### src/sv/dfal_pkg.sv
// dfal_pkg: shared types, codes and defaults for the dynamic forest adjacency lists
// block. No dependencies. Used by every module of the block and by its checker.
package dfal_pkg;

   // default sizes, handed to the top level parameters
   localparam int DEF_MAX_NODES = 64;
   localparam int DEF_MAX_EDGES = 128;

   // csr port
   localparam int CSR_IDX_W  = 4;
   localparam int CSR_DATA_W = 8;
   localparam logic [CSR_IDX_W-1:0] CSR_NODE_COUNT = 4'd0;
   localparam logic [CSR_IDX_W-1:0] CSR_EDGE_COUNT = 4'd1;

   localparam logic [6:0] NODE_COUNT_RST = 7'd64;
   localparam logic [7:0] EDGE_COUNT_RST = 8'd128;

   // request function codes
   localparam logic [2:0] FN_DEFINE   = 3'd0;
   localparam logic [2:0] FN_LINK     = 3'd1;
   localparam logic [2:0] FN_CUT      = 3'd2;
   localparam logic [2:0] FN_CONTAINS = 3'd3;
   localparam logic [2:0] FN_FIRST    = 3'd4;
   localparam logic [2:0] FN_NEXT     = 3'd5;
   localparam logic [2:0] FN_OTHER    = 3'd6;

   // response status codes
   localparam logic [2:0] ST_OK       = 3'd0;
   localparam logic [2:0] ST_RANGE    = 3'd1;
   localparam logic [2:0] ST_LINKED   = 3'd2;
   localparam logic [2:0] ST_UNLINKED = 3'd3;
   localparam logic [2:0] ST_BADEDGE  = 3'd4;

   typedef struct packed {
      logic [2:0] func;
      logic [6:0] edge_index;
      logic [5:0] tail_node;
      logic [5:0] head_node;
      logic [5:0] node_index;
      logic [7:0] slot_index;
   } req_payload_type;

   typedef struct packed {
      logic [2:0] status;
      logic       is_present;
      logic [7:0] slot_value;
      logic       slot_none;
      logic [5:0] endpoint;
   } rsp_payload_type;

   typedef enum logic [3:0] {
      ST_CLEAR,
      ST_IDLE,
      ST_READ,
      ST_EVAL,
      ST_PUSH_RD,
      ST_PUSH_WR,
      ST_PUSH_FIX,
      ST_CUT_RD,
      ST_CUT_WR,
      ST_CUT_CLR,
      ST_DONE
   } state_type;

   typedef enum logic [3:0] {
      OP_NOP,
      OP_CLEAR,
      OP_LATCH,
      OP_READ,
      OP_EVAL,
      OP_PUSH_RD,
      OP_PUSH_WR,
      OP_PUSH_FIX,
      OP_CUT_RD,
      OP_CUT_WR,
      OP_CUT_CLR,
      OP_RESULT
   } dp_op_type;

   // controller to datapath
   typedef struct packed {
      dp_op_type op;
      logic      sel;   // 0 tail end slot, 1 head end slot
   } dp_cmd_type;

   // datapath to controller
   typedef struct packed {
      logic clear_done;
      logic go_link;
      logic go_cut;
      logic rsp_free;
   } dp_stat_type;

endpackage

### src/sv/dfal_ctrl.sv
// dfal_ctrl: sequencer for the adjacency list block, one request at a time.
// Depends on dfal_pkg; drives dfal_datapath through dp_cmd_type.
module dfal_ctrl
   import dfal_pkg::*;
(
   input  logic        clock,
   input  logic        reset,
   input  logic        req_valid,
   output logic        req_ready,
   input  dp_stat_type stat,
   output dp_cmd_type  cmd
);

   state_type state_ff, state_in;
   logic      sel_ff, sel_in;

   always_ff @(posedge clock) begin
      if (reset) begin
         state_ff <= ST_CLEAR;
         sel_ff   <= 1'b0;
      end else begin
         state_ff <= state_in;
         sel_ff   <= sel_in;
      end
   end

   always_comb begin
      state_in  = state_ff;
      sel_in    = sel_ff;
      cmd.op    = OP_NOP;
      cmd.sel   = sel_ff;
      req_ready = 1'b0;
      unique case (state_ff)
         ST_CLEAR: begin
            cmd.op = OP_CLEAR;
            if (stat.clear_done) begin
               state_in = ST_IDLE;
            end
         end
         ST_IDLE: begin
            req_ready = 1'b1;
            if (req_valid) begin
               cmd.op   = OP_LATCH;
               state_in = ST_READ;
            end
         end
         ST_READ: begin
            cmd.op   = OP_READ;
            state_in = ST_EVAL;
         end
         ST_EVAL: begin
            cmd.op = OP_EVAL;
            sel_in = 1'b0;
            priority if (stat.go_link) begin
               state_in = ST_PUSH_RD;
            end else if (stat.go_cut) begin
               state_in = ST_CUT_RD;
            end else begin
               state_in = ST_DONE;
            end
         end
         ST_PUSH_RD: begin
            cmd.op   = OP_PUSH_RD;
            state_in = ST_PUSH_WR;
         end
         ST_PUSH_WR: begin
            cmd.op   = OP_PUSH_WR;
            state_in = ST_PUSH_FIX;
         end
         ST_PUSH_FIX: begin
            cmd.op = OP_PUSH_FIX;
            if (sel_ff) begin
               state_in = ST_DONE;
            end else begin
               sel_in   = 1'b1;
               state_in = ST_PUSH_RD;
            end
         end
         ST_CUT_RD: begin
            cmd.op   = OP_CUT_RD;
            state_in = ST_CUT_WR;
         end
         ST_CUT_WR: begin
            cmd.op   = OP_CUT_WR;
            state_in = ST_CUT_CLR;
         end
         ST_CUT_CLR: begin
            cmd.op = OP_CUT_CLR;
            if (sel_ff) begin
               state_in = ST_DONE;
            end else begin
               sel_in   = 1'b1;
               state_in = ST_CUT_RD;
            end
         end
         ST_DONE: begin
            if (stat.rsp_free) begin
               cmd.op   = OP_RESULT;
               state_in = ST_IDLE;
            end
         end
         default: begin
            state_in = ST_IDLE;
         end
      endcase
   end

endmodule

### config.mk
export PLATFORM = sky130hd
export DESIGN_NAME = dfal_ctrl
export DESIGN_NICKNAME = d
export VERILOG_FILES = /design/src/sv/dfal_pkg.sv /design/src/sv/dfal_ctrl.sv
export SDC_FILE = /design/constraint.sdc
export NUM_CORES = 1
export LEC_CHECK = 0
export ABC_AREA = 1
export BUFFER_PORTS_ARGS = -buffer_cell sky130_fd_sc_hd__buf_2
export CAP_MARGIN = 30
export CORE_AREA = 2 2 39 41
export CTS_CLUSTER_SIZE = 16
export DETAILED_ROUTE_END_ITERATION = 12
export DIE_AREA = 0 0 41 43
export GPL_TIMING_DRIVEN = 1
export PLACE_DENSITY = 0.61
export SLEW_MARGIN = 15
export SYNTH_ARGS = -nofsm -noshare
export SYNTH_HDL_FRONTEND = slang
export SYNTH_SLANG_ARGS = --single-unit
### constraint.sdc
create_clock -name clock -period 2.5 [get_ports clock]
set_input_delay 0.125 -clock clock [delete_from_list [all_inputs] [get_ports clock]]
set_output_delay 0.125 -clock clock [all_outputs]
set_load 0.02 [all_outputs]
After elaboration in Yosys (flattened, before gate mapping)
Index checks and enable logic that the tools add are counted.
Word-level totals
  input bits: 7
  flip-flop bits (word level): 5
Operators by class
  equal/unequal tests: 13
  reductions and logical operators: 4
  muxes and demuxes: 13
Operator list (number)
  4-bit case mux with 11 select lines: 2
  4-bit two-way mux: 8
  4-bit by 3-bit equality test with 1-bit output, second input constant: 4
  4-bit equality test, second input constant: 3
  4-bit by 2-bit equality test with 1-bit output, second input constant: 2
  2-bit != test, second input constant: 3
  4-bit by 1-bit equality test with 1-bit output, second input constant: 1
  4-bit zero test: 1
  3-bit AND reduction: 1
  2-bit two-way mux: 1
  1-bit case mux with 2 select lines: 1
  2-bit nonzero test: 1
  2-bit OR reduction: 1
  1-bit two-way mux: 1

Depth between registers and ports, before layout
  word-level depth: 3
  gate-level depth with buffers: 8
  mapped depth without buffers: 8

Worst setup path after synthesis
Ideal clock, no wire load.
  path type: flip-flop to output port
  start: register state_ff[3]
  end: output port cmd[2] in the netlist's numbering
  cell stages (with the launch flop): 6
  required time: 2.375 ns
  buffers on the path: 0
  data arrival time: 1.409 ns
  slack: 0.966 ns
  cell sequence: dfxtp_1 > inv_1 > nand2_1 > nor3_1 > nand2_1 > nand4_1
RTL lines
  from (decl): line dfal_ctrl.sv:14  | state_type state_ff, state_in;
  from (signal assigned): line dfal_ctrl.sv:22  | state_ff <= state_in;
  to (decl): line dfal_ctrl.sv:11  | output dp_cmd_type cmd

==> metrics.txt <==
# TYPE chip_impl_metric gauge
chip_impl_info{name="status",value="finished clean"} 1
chip_impl_info{name="worstSetupEndpointType",value="output port"} 1
chip_impl_metric{name="p_leak",unit="nW"} 0.312
chip_impl_metric{name="synth-seq-area-share",unit="%"} 21.9
chip_impl_metric{name="tritoncts_num_sinks",unit=""} 5
chip_impl_metric{name="critPathArrivalTime",unit="ps"} 1450
chip_impl_metric{name="globalRoute.totalOverflow",unit=""} 0
chip_impl_info{name="synth_top_area_cell",value="dfxtp_1"} 1
chip_impl_metric{name="finalWirelength",unit="mm"} 1.11
chip_impl_metric{name="relSlewSlack",unit="%"} 80.7
chip_impl_metric{name="final-hold-violation-count",unit=""} 0
chip_impl_metric{name="maxCapViolations",unit=""} 0
chip_impl_metric{name="post_synth_fa_ha_maj_area_fraction",unit="%"} 0
chip_impl_metric{name="switching_power_as_a_share_of_total_power",unit="%"} 39.9
chip_impl_metric{name="synth-async-reset-ratio",unit="%"} 0
chip_impl_metric{name="power.share.combinational",unit="%"} 36.9
chip_impl_metric{name="syn-cell-area",unit="um^2"} 457
chip_impl_metric{name="syn-instance-count",unit=""} 83
chip_impl_info{name="timing.critical_path.from_type",value="register"} 1
chip_impl_metric{name="finalWeightedCongestion",unit=""} 0.790
chip_impl_metric{name="clkTransAtPathRegs",unit="ps"} 50
chip_impl_metric{name="die_area",unit="mm^2"} 0.00176
chip_impl_metric{name="synth_mux_area_share",unit="%"} 0
chip_impl_metric{name="dp.final_hpwl",unit="um"} 895
chip_impl_metric{name="fin_tns_setup",unit="ps"} 0
chip_impl_metric{name="route.vias.total",unit=""} 527
chip_impl_metric{name="antenna_found_initial",unit=""} 0
chip_impl_metric{name="hold_path_depth",unit=""} 2
chip_impl_metric{name="start_util",unit="%"} 33.0
chip_impl_metric{name="edff_count_synth",unit=""} 0
chip_impl_metric{name="synth_fp_nets",unit=""} 90
chip_impl_metric{name="synth-compound-area-share",unit="%"} 9.04
chip_impl_metric{name="synth-seq-cells",unit=""} 5
chip_impl_metric{name="unique_masters_post_synth",unit=""} 15
chip_impl_metric{name="final_nets",unit=""} 106
chip_impl_metric{name="drcViolationCount",unit=""} 0
chip_impl_info{name="predominant_post_synthesis_flop_cell",value="dfxtp_1"} 1
chip_impl_metric{name="worstMarginPinSlew",unit="ps"} 286
chip_impl_info{name="crit_family",value="flip-flops"} 1
chip_impl_metric{name="synth.yosys.warnings",unit=""} 0
chip_impl_metric{name="post_synth_xor_area_fraction",unit="%"} 0
chip_impl_info{name="origin_of_the_worst_min_delay_path",value="reset"} 1
chip_impl_metric{name="minimum_period_implied_by_the_final_worst_setup_slack",unit="ps"} 1570
chip_impl_metric{name="final-max-slew-violation-count",unit=""} 0
chip_impl_metric{name="switchingPower",unit="uW"} 123
chip_impl_metric{name="total_power",unit="uW"} 308
chip_impl_metric{name="tritoncts.num_buffers",unit=""} 3
chip_impl_metric{name="r2r.worst_path.cells",unit=""} 8
chip_impl_metric{name="core.rowCount",unit=""} 14
chip_impl_info{name="yosysMostFrequentCell",value="nand2_1"} 1
chip_impl_metric{name="route.detailed.wl_per_inst",unit="um"} 9.72
chip_impl_metric{name="slowest_delay",unit="ps"} 470
chip_impl_metric{name="first_global_vias",unit=""} 449
chip_impl_metric{name="power_per_cell_area",unit="mW/mm^2"} 553
chip_impl_metric{name="floorplan.die.width",unit="um"} 41
chip_impl_metric{name="max_freq",unit="GHz"} 0.636
chip_impl_metric{name="layout_cell_share_with_drive_strength_beyond_1",unit="%"} 22.4
chip_impl_metric{name="max_buffers_root_to_sink",unit=""} 2
chip_impl_metric{name="synth.top_cell.area_share",unit="%"} 21.9
chip_impl_metric{name="diodes",unit=""} 0
chip_impl_metric{name="crit_cells",unit=""} 7
chip_impl_info{name="timing.rr.end",value="state_ff[3]"} 1
chip_impl_metric{name="drt-pass1-iter-count",unit=""} 4
chip_impl_info{name="root_buffer",value="clkbuf_4"} 1
chip_impl_info{name="crit_type",value="reg -> out"} 1
chip_impl_metric{name="ir_drop",unit="uV"} 265
chip_impl_metric{name="worst-path-buf-inv",unit=""} 3
chip_impl_metric{name="port_buffers",unit=""} 12
chip_impl_metric{name="via_per_inst",unit=""} 4.62
chip_impl_metric{name="antenna_violating_nets_post_route",unit=""} 0
chip_impl_metric{name="clock_latency",unit="ps"} 250
chip_impl_info{name="synth_top_family_by_area",value="simple AND/OR/NAND/NOR gates"} 1
chip_impl_metric{name="synthToLayoutAreaGrowth",unit="%"} 21.9
chip_impl_info{name="rsz0062_at_grt",value="false"} 1
chip_impl_info{name="critical_path.reg2reg.startpoint",value="state_ff[0]"} 1
chip_impl_info{name="crit_path_cell_trace",value="inv_1 -> nor2_2 -> nand2_1 -> nand2_1 -> inv_1 -> nand3_1 -> buf_2"} 1
chip_impl_metric{name="cts.repair.resized",unit=""} 0
chip_impl_metric{name="cts_post_setup_buffers_inserted",unit=""} 0
chip_impl_metric{name="cts_hold_buf",unit=""} 0
chip_impl_metric{name="synth-simple-area-share",unit="%"} 55.1
chip_impl_metric{name="htreeDepth",unit=""} 1
chip_impl_metric{name="share_of_the_clock_period_used_by_the_worst_path_after_layout",unit="%"} 62.9
chip_impl_metric{name="worst_clock_skew",unit="ps"} 7.29
chip_impl_metric{name="intPower",unit="uW"} 185
chip_impl_metric{name="place_ws",unit="ps"} 1180
chip_impl_metric{name="worst_ep_required",unit="ps"} 2380
chip_impl_metric{name="die_height",unit="um"} 43
chip_impl_metric{name="grtUsageTotal",unit="%"} 15.8
chip_impl_metric{name="final_setup_vio_count",unit=""} 0
chip_impl_metric{name="power.sequential.fraction",unit="%"} 32.9
chip_impl_metric{name="drt_first_iter_violations",unit=""} 10
chip_impl_info{name="synth_top_cells_by_count",value="nand2_1 (23), inv_1 (13), nor2_1 (12)"} 1
chip_impl_info{name="hold_path_class",value="in -> reg"} 1
chip_impl_metric{name="post_route_setup_slack",unit="ps"} 929
chip_impl_metric{name="grt_pass1_wl",unit="mm"} 1.84
chip_impl_metric{name="pin_count",unit=""} 13
chip_impl_metric{name="coreArea",unit="mm^2"} 0.00138
chip_impl_info{name="synthTopCellsByArea",value="dfxtp_1 (22%), nand2_1 (19%), nand3_1 (12%)"} 1
chip_impl_metric{name="worst_path_fanout_max",unit=""} 6
chip_impl_metric{name="grt_max_degree",unit=""} 8
chip_impl_metric{name="share_clk_of_total_power",unit="%"} 30.2
chip_impl_info{name="cts_tree",value="done"} 1
chip_impl_info{name="cp_slowest_cell",value="dfxtp_1"} 1
chip_impl_metric{name="syn-mean-instance-area",unit="um^2"} 5.50
chip_impl_metric{name="reg2reg_setup_slack",unit="ps"} 1220
chip_impl_info{name="hold-path-endpoint",value="sel_ff"} 1
==> area by class of cell <==
cell class,instances,area (um^2)
well taps,16,20.0
clock buffers,3,22.5
fillers,162,827
clock inverters,1,5.00
flip-flops and latches,5,100
inverters,15,56.3
multi-input cells,62,293
repair buffers,12,60.1
==> worst max-delay path by stage <==
stage               endpoint        start  slack, ps
global placement      cmd[2]  state_ff[0]       1190
global route          cmd[4]  state_ff[0]        760
finish                cmd[4]  state_ff[0]        930
floorplan             cmd[2]  state_ff[3]        970
detailed placement    cmd[4]  state_ff[0]       1180
CTS                   cmd[4]  state_ff[0]        910
==> metal layers <==
metal  routed length, um  vias up  GRT usage (%)
met1                 571      221           21.9
met5                   0        -              0
met3                  43        2           3.14
met2                 483       11           20.3
met4                   9        0           12.0
li1                    -      293              -
==> metrics by stage <==
step,cell area (um^2),hold slack (ps),utilization (%),cells
6_report,557,89.5,40.2,114
5_1_grt,557,88.2,40.2,114
4_1_cts,557,78.9,40.2,114
3_5_place_dp,529,344,38.2,110
3_3_place_gp,529,342,38.2,110
2_1_floorplan,457,194,-,83
==> cells by family (layout without fill, tap and decap cells) <==
family	Yosys count	count (layout)
simple gates	54	54
flops	5	5
compound gates	8	8
buf+inv	16	31
==> worst reg2reg max path, stage by stage, from the launching register on <==
cell     delay, ps
dfxtp_1        470
inv_1          130
nor2_2         170
nand2_1         90
nand2_1        130
nand2_1         60
nand3_1         70
nand2_1         60
inv_1           40
==> cell usage in the layout, fill, tap and decap left out <==
cell type	synthesis	layout
clkinv_2	0	1
nand3b_1	1	1
buf_2	0	12
clkbuf_4	0	3
nor2_2	1	1
o21ai_0	4	4
nor2_4	3	3
nand2_1	23	23
inv_1	13	13
nor3_1	1	1
nand4_1	2	2
nand3_1	11	11
inv_2	2	2
nor2_1	12	12
dfxtp_1	5	5
a31oi_1	1	1
a21oi_1	3	3
==> power groups by stage <==
stage	logic, mW	clock network [mW]	registers [mW]
2_1_floorplan	0.0851	0	0.0990
3_3_place_gp	0.114	0	0.103
3_5_place_dp	0.114	0	0.103
4_1_cts	0.114	0.0989	0.101
5_1_grt	0.130	0.105	0.103
6_report	0.114	0.0930	0.101
==> state kept, by name, summed over array words and instances (netlist names) <==
register	count
sel_ff	1
state_ff	4
Note: power is estimated with default switching activity, not from simulation.
